File: config.mk
export PLATFORM = sky130hd
export DESIGN_NAME = float32_minifloat_convert_unit
export DESIGN_NICKNAME = d
export VERILOG_FILES = /design/src/design/fmc_pkg.sv /design/src/design/float32_minifloat_convert_unit.sv /design/src/design/fmc_narrow.sv /design/src/design/fmc_widen.sv
export SDC_FILE = /design/constraint.sdc
export NUM_CORES = 1
export LEC_CHECK = 0
export BUFFER_PORTS_ARGS = -buffer_cell sky130_fd_sc_hd__clkbuf_2
export CAP_MARGIN = 0
export CORE_MARGIN = 2
export CORE_UTILIZATION = 50
export CTS_CLUSTER_DIAMETER = 60
export CTS_CLUSTER_SIZE = 20
export DETAILED_ROUTE_END_ITERATION = 8
export PLACE_DENSITY = 0.86
export SETUP_SLACK_MARGIN = 0.3
export SYNTH_ARGS = -nofsm -noshare
export SYNTH_HDL_FRONTEND = slang
export SYNTH_SLANG_ARGS = --single-unit
File: constraint.sdc
create_clock -name clk -period 3.76 [get_ports clk]
set_clock_uncertainty 0.05 [all_clocks]
set_input_delay 0.752 -clock clk [delete_from_list [all_inputs] [get_ports clk]]
set_output_delay 0.752 -clock clk [all_outputs]
set_load 0.005 [all_outputs]
File: src/design/fmc_pkg.sv
// Package with the format constants shared by the minifloat converter.
package fmc_pkg;

    // Small float layout: sign at bit 15, exponent above mantissa.
    localparam int MAN_BITS   = 6;
    localparam int EXP_BITS   = 5;
    localparam int SMALL_BIAS = (1 << (EXP_BITS - 1)) - 1;
    localparam int DROP_BITS  = 23 - MAN_BITS;
    localparam int EXP_ONES   = (1 << EXP_BITS) - 1;

    // Conversion directions.
    localparam logic MODE_NARROW = 1'b0;
    localparam logic MODE_WIDEN  = 1'b1;

    // Input item held in the input register.
    typedef struct packed {
        logic        mode;
        logic [31:0] wide_bits;
        logic [15:0] narrow_bits;
    } fmc_item_t;

endpackage

File: src/design/float32_minifloat_convert_unit.sv
// Top level of the float32 and small float converter.
// Usage:
// The input channel (in_valid, in_stall) carries one item: mode, wide_bits and
// narrow_bits. Mode 0 narrows wide_bits to a small float word returned in the
// low 16 bits of converted_bits; mode 1 widens narrow_bits to a float32 word.
// The output channel (out_valid, out_stall) returns one item per input item,
// in order. An accepted item sits in the input register, passes one level of
// conversion logic and lands in the result register, where out_valid is set;
// a stall of the receiver can hold the item in the input register first.
// Throughput is one item per cycle while the receiver does not stall, set by
// the two-register pipeline with no loop. When the receiver stalls, the result
// register holds its item and the input register fills; in_stall rises only
// when both are full and the receiver stalls.
// Reset clears both valid flags; no item is held after reset.
module float32_minifloat_convert_unit (
    input  logic        clk,
    input  logic        rst_n,
    input  logic        in_valid,
    output logic        in_stall,
    input  logic        mode,
    input  logic [31:0] wide_bits,
    input  logic [15:0] narrow_bits,
    output logic        out_valid,
    input  logic        out_stall,
    output logic [31:0] converted_bits
);
    import fmc_pkg::*;

    fmc_item_t   item_reg;
    logic        item_valid_reg;
    logic [31:0] res_reg;
    logic        res_valid_reg;
    logic [15:0] narrow_word;
    logic [31:0] wide_word;
    logic [31:0] res_next;
    logic        res_load;
    logic        in_take;

    // Conversion logic between the two registers.
    fmc_narrow u_narrow (.wide_bits(item_reg.wide_bits), .narrow_word(narrow_word));
    fmc_widen  u_widen  (.narrow_bits(item_reg.narrow_bits), .wide_word(wide_word));

    always_comb
    begin
        unique case (item_reg.mode)
            MODE_NARROW: res_next = {16'd0, narrow_word};
            MODE_WIDEN:  res_next = wide_word;
            default:     res_next = wide_word;
        endcase
    end

    // Pipeline control: each stage moves when the next one is free.
    assign res_load  = item_valid_reg && (!res_valid_reg || !out_stall);
    assign in_stall  = item_valid_reg && !res_load;
    assign in_take   = in_valid && !in_stall;

    always_ff @(posedge clk or negedge rst_n)
    begin
        if (!rst_n)
        begin
            item_valid_reg <= 1'b0;
            res_valid_reg  <= 1'b0;
        end
        else
        begin
            item_valid_reg <= in_take || (item_valid_reg && !res_load);
            if (res_load)
                res_valid_reg <= 1'b1;
            else if (!out_stall)
                res_valid_reg <= 1'b0;
        end
    end

    // Payload registers.
    always_ff @(posedge clk)
    begin
        if (in_take)
            item_reg <= '{mode: mode, wide_bits: wide_bits, narrow_bits: narrow_bits};
        if (res_load)
            res_reg <= res_next;
    end

    assign out_valid      = res_valid_reg;
    assign converted_bits = res_reg;

    // A held result must not be replaced while the receiver stalls.
    a_hold: assert property (@(posedge clk) disable iff (!rst_n)
        out_valid && out_stall |=> out_valid && $stable(converted_bits))
        else $error("result changed under stall");

    // Input stalls only while both stages are full.
    a_stall: assert property (@(posedge clk) disable iff (!rst_n)
        in_stall |-> item_valid_reg && res_valid_reg && out_stall)
        else $error("input stalled with room in the pipeline");

    // A narrowed result never has upper bits set.
    a_narrow: assert property (@(posedge clk) disable iff (!rst_n)
        res_load && item_reg.mode == MODE_NARROW |=> converted_bits[31:16] == 16'd0)
        else $error("narrow result has upper bits");

endmodule

File: src/design/fmc_narrow.sv
// Combinational float32 to small float narrowing with round to nearest even.
module fmc_narrow (
    input  logic [31:0] wide_bits,
    output logic [15:0] narrow_word
);
    import fmc_pkg::*;

    localparam logic [31:0] EXP_FIELD = 32'(EXP_ONES) << MAN_BITS;
    localparam logic [31:0] MAN_FIELD = (32'd1 << MAN_BITS) - 32'd1;
    localparam logic [31:0] HALF      = 32'd1 << (DROP_BITS - 1);

    logic [31:0] sgn;
    logic [7:0]  e8;
    logic [22:0] m23;
    logic signed [9:0] ne;
    logic signed [9:0] ne_rnd;
    logic [31:0] nm;
    logic [31:0] rest;
    logic        round_up;
    logic [31:0] nm_rnd;
    logic [31:0] result;

    // Field split and rounding decision.
    always_comb
    begin
        sgn      = {16'd0, wide_bits[31], 15'd0};
        e8       = wide_bits[30:23];
        m23      = wide_bits[22:0];
        ne       = $signed({2'b00, e8}) - 10'sd127 + 10'(SMALL_BIAS);
        nm       = 32'(m23 >> DROP_BITS);
        rest     = 32'(m23) & ((32'd1 << DROP_BITS) - 32'd1);
        round_up = (rest > HALF) || ((rest == HALF) && nm[0]);
        nm_rnd   = nm + 32'(round_up);
        ne_rnd   = ne;
        // A mantissa carry out bumps the exponent.
        if (nm_rnd > MAN_FIELD)
        begin
            nm_rnd = 32'd0;
            ne_rnd = ne + 10'sd1;
        end
    end

    // Special cases take priority over the normal path.
    always_comb
    begin
        priority if (e8 == 8'hFF)
            result = (m23 != 23'd0) ? (EXP_FIELD | 32'd1) : (sgn | EXP_FIELD);
        else if (e8 == 8'd0 && m23 == 23'd0)
            result = sgn;
        else if (ne >= 10'(EXP_ONES))
            result = sgn | EXP_FIELD;
        else if (ne <= 10'sd0)
            result = sgn;
        else if (ne_rnd >= 10'(EXP_ONES))
            result = sgn | EXP_FIELD;
        else
            result = sgn | (32'(ne_rnd[8:0]) << MAN_BITS) | nm_rnd;
    end

    assign narrow_word = result[15:0];

endmodule

File: src/design/fmc_widen.sv
// Combinational small float to float32 widening.
module fmc_widen (
    input  logic [15:0] narrow_bits,
    output logic [31:0] wide_word
);
    import fmc_pkg::*;

    logic [31:0] d;
    logic [31:0] e;
    logic [31:0] m;
    logic [31:0] sgn;
    logic [31:0] fe;

    // Decode the fields and rebias the exponent.
    always_comb
    begin
        d   = 32'(narrow_bits);
        e   = (d >> MAN_BITS) & 32'(EXP_ONES);
        m   = d & ((32'd1 << MAN_BITS) - 32'd1);
        sgn = {narrow_bits[15], 31'd0};
        fe  = e - 32'(SMALL_BIAS) + 32'd127;
        priority if (e == 32'(EXP_ONES))
            wide_word = (m == 32'd0) ? (sgn | 32'h7F80_0000) : 32'h7FC0_0000;
        else if (e == 32'd0 && m == 32'd0)
            wide_word = sgn;
        else
            wide_word = sgn | ({24'd0, fe[7:0]} << 23) | (m << DROP_BITS);
    end

endmodule

-- Word-level counts from Yosys, hierarchy flattened
Cells that the tools add are included.
- flip-flop bits (word level): 83
- bits in latches: 0
- bits in writable memories: 0
- memory bits (read-only): 0
- input port bits: 53
- output and inout port bits: 34
- logic and storage cells: 58
- memories kept: 0
- add/subtract/negate cells: 6
- $mul: 0
- divide/modulo/power cells: 0
- magnitude comparators: 5
- equal/unequal tests: 4
- shift-type cells: 0
- multiplexer cells: 14
- bitwise gates (word level): 5
- reduce and logical (&&, ||, !) cells: 18
- operator list (kind ; number):
    $mux W16 ; 6
    $mux W32 ; 3
    $logic_not A32 Y1 ; 2
    $pmux W32 S2 ; 1
    $gt A32 B6 Y1 const B ; 1
    $or A32 B23 Y32 ; 1
    $or A32 B31 Y32 ; 1
    $logic_not A23 Y1 ; 1
    $reduce_bool A23 Y1 ; 1
    $ge A10 B6 Y1 const B ; 2
    $eq A17 B17 Y1 const B ; 1
    $gt A17 B17 Y1 const B ; 1
    $or A16 B15 Y16 ; 1
    $or A16 B7 Y16 ; 1
    $add A10 B2 Y10 const B ; 1
    $add A10 B5 Y10 const B ; 1
    $le A10 B1 Y1 const B ; 1
    $mux W10 ; 1
    $sub A8 B7 Y9 const B ; 1
    $add A8 B7 Y8 const B ; 1
    $eq A8 B8 Y1 const B ; 1
    $logic_not A8 Y1 ; 1
    $add A6 B1 Y7 ; 1
    $mux W7 ; 1
    8 further kinds ; 19

-- Depth between registers and ports, before layout
Gate-level depths: netlist of run 1.
- depth after elaboration: 14
- gate-level depth with buffers: 14
- depth with buffers taken out: 13

-- Modules after synthesis
A second synthesis of run 1 with hierarchy kept.
- cell total of the unflattened synthesis: 374
- area, all modules: 4500.6 µm²
- modules (own cells, without submodules) (module ; times used ; cells an instance ; area an instance (µm²) ; sequential area each (µm²)):
    float32_minifloat_convert_unit ; 1 ; 124 ; 2826.5 ; 2482.4
    fmc_narrow ; 1 ; 177 ; 1129.8 ; 0.0
    fmc_widen ; 1 ; 73 ; 544.3 ; 0.0

-- Worst setup path after synthesis of run 1
No wires, ideal clock.
- path type: input -> register
- start: in out_stall
- end: reg res_reg[0] (netlist: converted_bits[0]), enable pin
- library setup time: 0.467 ns
- arrival: 3.057 ns
- data required time: 3.243 ns
- slack: 0.186 ns
- stages on the path: 1
- path buffers: 0
- cell sequence: a21boi_0
- cells in the longest elaborated chain, start to end: 3
- RTL lines (what ; RTL line ; source):
    start, declared ; float32_minifloat_convert_unit.sv:24 ; input logic out_stall,
    $logic_not A1 Y1 ; n/a ;
    $logic_or A1 B1 Y1 ; float32_minifloat_convert_unit.sv:53 ; assign res_load = item_valid_reg && (!res_valid_reg || !out_stall);
    $logic_and A1 B1 Y1 ; float32_minifloat_convert_unit.sv:53 ;
    end signal, assigned ; float32_minifloat_convert_unit.sv:80 ; res_reg <= res_next;
    end, declared ; float32_minifloat_convert_unit.sv:31 ; logic [31:0] res_reg;
Every way passes these cells.
A chain may end at the register's enable or synchronous reset.

-- Final worst setup path of run 1
- start: reg item_reg[24] in the netlist's numbering
- end: reg res_reg[0] (netlist: converted_bits[0]) (data pin)
- cells in the longest elaborated chain, start to end: 13
- elaborated cells on any way between the ends: 20
- classes of those cells: add/sub (1); order compare (3); eq/ne (1); mux (9); bitwise (1); reduce/logical (5)
- RTL lines (what ; RTL line ; source):
    start, declared ; float32_minifloat_convert_unit.sv:29 ; fmc_item_t item_reg;
    start signal, assigned ; float32_minifloat_convert_unit.sv:78 ; item_reg <= '{mode: mode, wide_bits: wide_bits, narrow_bits: narrow_bits};
    parallel branches: the longest is 11 deep, another holds $gt A32 B6 Y1 ; n/a ;
    $mux W16 * ; fmc_narrow.sv:46 ; priority if (e8 == 8'hFF)
    $pmux W32 S2 * ; float32_minifloat_convert_unit.sv:45 ; unique case (item_reg.mode)
Mark *: on every way between the ends.

==> flow_summary.ini, run 1 <==
[run_status]
outcome = finished, final reports clean

[power]
p_leak_nw = 1.70
ir_worst_vdd_mv = 0.270
p_int_mw = 1.38
power.density_nw_per_um2 = 419
share_seq_of_total_power_pct = 57.3
switchingPower_mw = 0.486
switching_share_pct = 26.0
clkPwrFrac_pct = 31.3
power_frac_comb_pct = 11.5

[worst_setup_path]
max_stage_delay_ns = 0.38
cp_top_family = compound AO/OA/AOI/OAI gates
rrSetupSlack_ns = 0.54
path_buf_inv = 0
critPathRequiredTime_ns = 3.82
cp_max_fo = 6
worstSetupStartpoint = item_reg[24]
regToRegStartpoint = item_reg[24]
cp_cell_sequence = nor4_2 > nand3_1 > o21a_1 > ha_1 > ha_2 > nand3_2 > or2_4 > a41o_2 > nand3_2 > a211o_1 > a31o_1 > or2_4 > a41o_1
endpoint_kind = flop
arrival_ns = 3.29
critPathSlowestCell = edfxtp_1
worstSetupStartpointType = flop
path_class = reg2reg

[logic_synthesis]
async_reset_ff_share_pct = 2.56
avgSynthCellArea_um2 = 13.4
synth.area.top_cells = edfxtp_1 61%, xnor2_1 2.8%, ha_1 2.3%, nand2_1 2.0%, nand3_1 1.7%
synth_common_cells = 76 x edfxtp_1, 20 x nand2_1, 16 x nor2_1
synth_area_um2 = 3750
synthFlopType = edfxtp_1
yosysSeqAreaShare_pct = 62.1
netlist.area_leader.share_pct = 60.8
synth_cell_types = 69
yosysWarnings = 0
synth-edff-count = 76
ys_seq_elements = 78
yosysMostFrequentCell = edfxtp_1
syn_inst = 281
synth_area_leader_cell = edfxtp_1

[sta]
setup-tns-final_ns = 0
worst_pin_slew_ns = 0.964
setup_viol = 0
finalCriticalPeriod_ns = 3.22
max_slew_margin_pct = 35.7
slew_violations = 0
rsz0062_at_grt = no
fmax_mhz = 310
period_share_pct = 85.7
finalHoldViolations = 0

[floorplanning]
core_um2 = 7250
die_w_um = 90.7
dieArea_um2 = 8220
ios = 87
rows = 31
die_h_um = 90.7
initial_core_util_pct = 51.8

[layout]
drive_gt1_share_pct = 34.6
syn2layout_area_growth_pct = 18.7
fin_nets = 431
finalNonFillerCells = 475
largest_reg_flops = 45
num_antenna_cells = 0
nFillCells = 572

[global_route]
grt_overflow = 0
grt_max_degree = 46
grt_util_all_layers_pct = 16.8
antenna_found_initial = 0
grt_pass1_wl_um = 10700
grt_pass1_vias = 2295

[routing]
drt_iter0_drc = 158
routed_wirelength_um = 6550
vias_per_cell = 5.26
ant_nets = 0
routedWlPerCell_um = 13.8
dr_total_vias = 2499
drt_first_pass_iters = 4
drc = 0

[clock_network]
clk_path_buf_depth = 2
path_clk_slew_ns = 0.08
cts-root-buf = clkbuf_8
hold_buffers = 0
tritoncts = yes
clk_latency_ns = 0.36
cts_buffers = 9
h-tree-depth = 3
cts.sinks = 78

[placed_design]
gp_congestion = 0.837
dp_hpwl_um = 4850
io_buffers = 81
dp_cells = 456

[run]
maxCapViolations = 0

[worst_hold_path]
min_path_type = in2async
-- placed cells by master, fill, tap and decap left out, types with 3 or more instances in the layout --
master / n
buf_4: 3
nand2b_1: 4
nor4_1: 4
a21oi_1: 6
nand2_1: 20
nand3b_1: 3
ha_1: 6
nor3_1: 6
and3b_1: 3
xor2_1: 6
nand3_1: 13
a31oi_1: 4
inv_1: 7
and2_1: 4
or3_1: 3
nand3_2: 3
xnor2_1: 12
inv_6: 4
o21ai_1: 3
a41oi_1: 3
clkbuf_2: 81
conb_1: 5
clkbuf_8: 9
nor2_1: 16
o21ai_0: 10
o21a_1: 4
edfxtp_1: 76
-- through the flow --
stage	hold slack, ns	util [%]	area, um2	worst slack (ns)	total power [mW]
6_report	0.115	61.5	4460	0.537	1.87
5_1_grt	0.0963	61.5	4460	0.326	1.95
3_5_place_dp	0.437	58.4	4240	0.294	1.30
4_1_cts	0.0990	61.0	4430	0.371	1.89
3_3_place_gp	0.411	58.4	4240	0.371	1.29
2_1_floorplan	0.394	-	3770	0.667	1.22
-- power by group through the flow --
| stage | sequential (mW) | clock [mW] | combinational [mW] |
|---|---|---|---|
| after floorplan | 1.08 | 0 | 0.142 |
| after global routing | 1.08 | 0.636 | 0.239 |
| after CTS | 1.07 | 0.602 | 0.214 |
| after detailed placement | 1.09 | 0 | 0.213 |
| final | 1.07 | 0.584 | 0.215 |
| after global placement | 1.09 | 0 | 0.205 |
-- layer usage --
metal	track usage (%)	part of all wire (%)	wire [um]
met1	21.6	42	2750
met2	26.9	50	3250
met3	3.59	5.9	387
met4	8.72	2.5	163
met5	0	0	0
-- what timing repair did --
item | CTS | global route
gates resized for setup | 1 | 2
setup buffers | 0 | 3
setup endpoints to repair | 1 | 7
pin swaps | 0 | 3
-- area by class of cell --
| type | count | area (um2) | area share (%) |
|---|---|---|---|
| clock buffer | 9 | 124 | 2.78 |
| tap | 99 | 124 | 2.78 |
| inverter | 7 | 26.3 | 0.589 |
| clock inverter | 7 | 61.3 | 1.38 |
| sequential | 78 | 2330 | 52.3 |
| timing repair buffer | 84 | 428 | 9.60 |
| multi-input combinational | 191 | 1360 | 30.6 |
-- cells by family (layout without fill, tap and decap cells) --
kind of cell	count (synthesis)	after routing	synth area share [%]
AO/OA/AOI/OAI	54	54	11.2
XOR/XNOR	19	19	4.63
adder cells (fa/ha/maj)	7	7	2.33
buffers and inverters	16	107	2.63
flip-flops	78	78	62.1
other	1	5	0.0999
AND/OR/NAND/NOR	106	106	17.0
-- worst paths after layout --
path / endpoint / cells past startpoint
worst min register to register: out_valid / 1
worst max-delay path: converted_bits[0] / 13
min in group clk: out_valid / 1
worst min-delay path: out_valid / 1
worst max register to register: converted_bits[0] / 13
max in group asynchronous: item_valid_reg / 1
(Power assumes the default switching activity.)
==> inputs of run 2 (changes only) <==
- PLACE_DENSITY: 0.86 -> 0.72
==> flow_summary.ini, run 2 (same netlist as run 1, synthesis figures left out) <==
[run_status]
outcome = finished, final reports clean

[sta]
worst_pin_slew_ns = 0.960
finalCriticalPeriod_ns = 3.28
hold_ws_ns = 0.128
rsz0062_at_grt = no
fin_ws_ns = 0.475
max_slew_margin_pct = 36.0
finalHoldViolations = 0
period_share_pct = 87.4
setup_viol = 0
setup-tns-final_ns = 0
slew_violations = 0
fmax_mhz = 304

[worst_setup_path]
path_buf_inv = 0
endpoint_kind = flop
critPathSlowestCell = edfxtp_1
ff2ff_path_depth = 13
cp_cell_sequence = nor4_2 > nand3_1 > o21a_1 > ha_1 > ha_1 > nand3_2 > or2_4 > a41o_2 > nand3_2 > a211o_1 > a31o_1 > or2_4 > a41o_1
cp_top_family = compound AO/OA/AOI/OAI gates
rrSetupSlack_ns = 0.48
max_stage_delay_ns = 0.39
crit_end = converted_bits[0]
worstSetupStartpoint = item_reg[21]
rr_endpoint = converted_bits[0]
path_depth = 13
path_class = reg2reg
regToRegStartpoint = item_reg[21]
critPathRequiredTime_ns = 3.81
arrival_ns = 3.33
cp_max_fo = 7
worstSetupStartpointType = flop

[floorplanning]
ios = 87
die_h_um = 90.7
die_w_um = 90.7
rows = 31
dieArea_um2 = 8220
initial_core_util_pct = 51.8
core_um2 = 7250

[run]
maxCapViolations = 0

[layout]
syn2layout_area_growth_pct = 18.4
drive_gt1_share_pct = 33.5
num_antenna_cells = 0
final_common_cell = clkbuf_2
finalNonFillerCells = 472
final_cell_mix = 81 x clkbuf_2, 76 x edfxtp_1, 20 x nand2_1, 16 x nor2_1, 13 x nand3_1
largest_reg_flops = 45
nFillCells = 584
fin_nets = 428
fin_area_um2 = 4440
fin_util_pct = 61.3

[clock_network]
tritoncts = yes
clk_path_buf_depth = 2
cts-root-buf = clkbuf_8
path_clk_slew_ns = 0.07
cts_resized = 0
cts.sinks = 78
cts_buffers = 9
clk_latency_ns = 0.35
hold_buffers = 0
cts_setup_buffers = 0
h-tree-depth = 3

[global_route]
antenna_found_initial = 0
grt_pass1_wl_um = 10200
grt_pass1_vias = 2234
grt_max_degree = 46
grt_util_all_layers_pct = 15.9
grt_overflow = 0

[placed_design]
dp_cells = 456
gp_congestion = 0.875
io_buffers = 81
post-place-ws_ns = 0.341
dpl-instance-area_um2 = 4240
dp_hpwl_um = 4650

[power]
power.density_nw_per_um2 = 420
p_total_mw = 1.87
ir_worst_vdd_mv = 0.321
p_leak_nw = 1.69

[routing]
dr_total_vias = 2461
vias_per_cell = 5.21
drt_first_pass_iters = 6
drc = 0
routedWlPerCell_um = 13.2
ant_nets = 0
drt_iter0_drc = 164
routed_wirelength_um = 6240

[worst_hold_path]
min_path_type = in2async
[run 2: layer usage]
layer  global-route usage, %  vias to the layer above  routed length [um]
met2                    24.8                       87                2950
li1                        -                     1237                   -
met4                    8.46                        0                 105
met3                    4.26                        8                 361
met1                    20.4                     1129                2820
met5                       0                        -                   0
[run 2: how the worst min path moves through the flow]
stage	endpoint	cells after the start	slack, ns	from
after floorplan	out_valid	1	0.39	item_valid_reg
after global placement	out_valid	1	0.41	item_valid_reg
after detailed placement	out_valid	1	0.43	item_valid_reg
after CTS	item_valid_reg	1	0.11	rst_n
after global routing	out_valid	1	0.11	rst_n
final	item_valid_reg	1	0.13	rst_n
[run 2: layout make-up]
type                            count  area (um2)  area share [%]
Sequential cell                    78        2330            52.5
Multi-Input combinational cell    191        1370            30.7
Timing Repair Buffer               81         405            9.12
Clock buffer                       10         128            2.87
Tap cell                           99         124            2.79
Clock inverter                      6        62.6            1.41
Inverter                            7        26.3           0.591
[run 2: power breakdown]
part | switching [mW] | internal [mW] | total, mW
Combinational | 0.113 | 0.0974 | 0.211
Clock | 0.281 | 0.304 | 0.585
Sequential | 0.0387 | 1.03 | 1.07
Total | 0.433 | 1.43 | 1.87
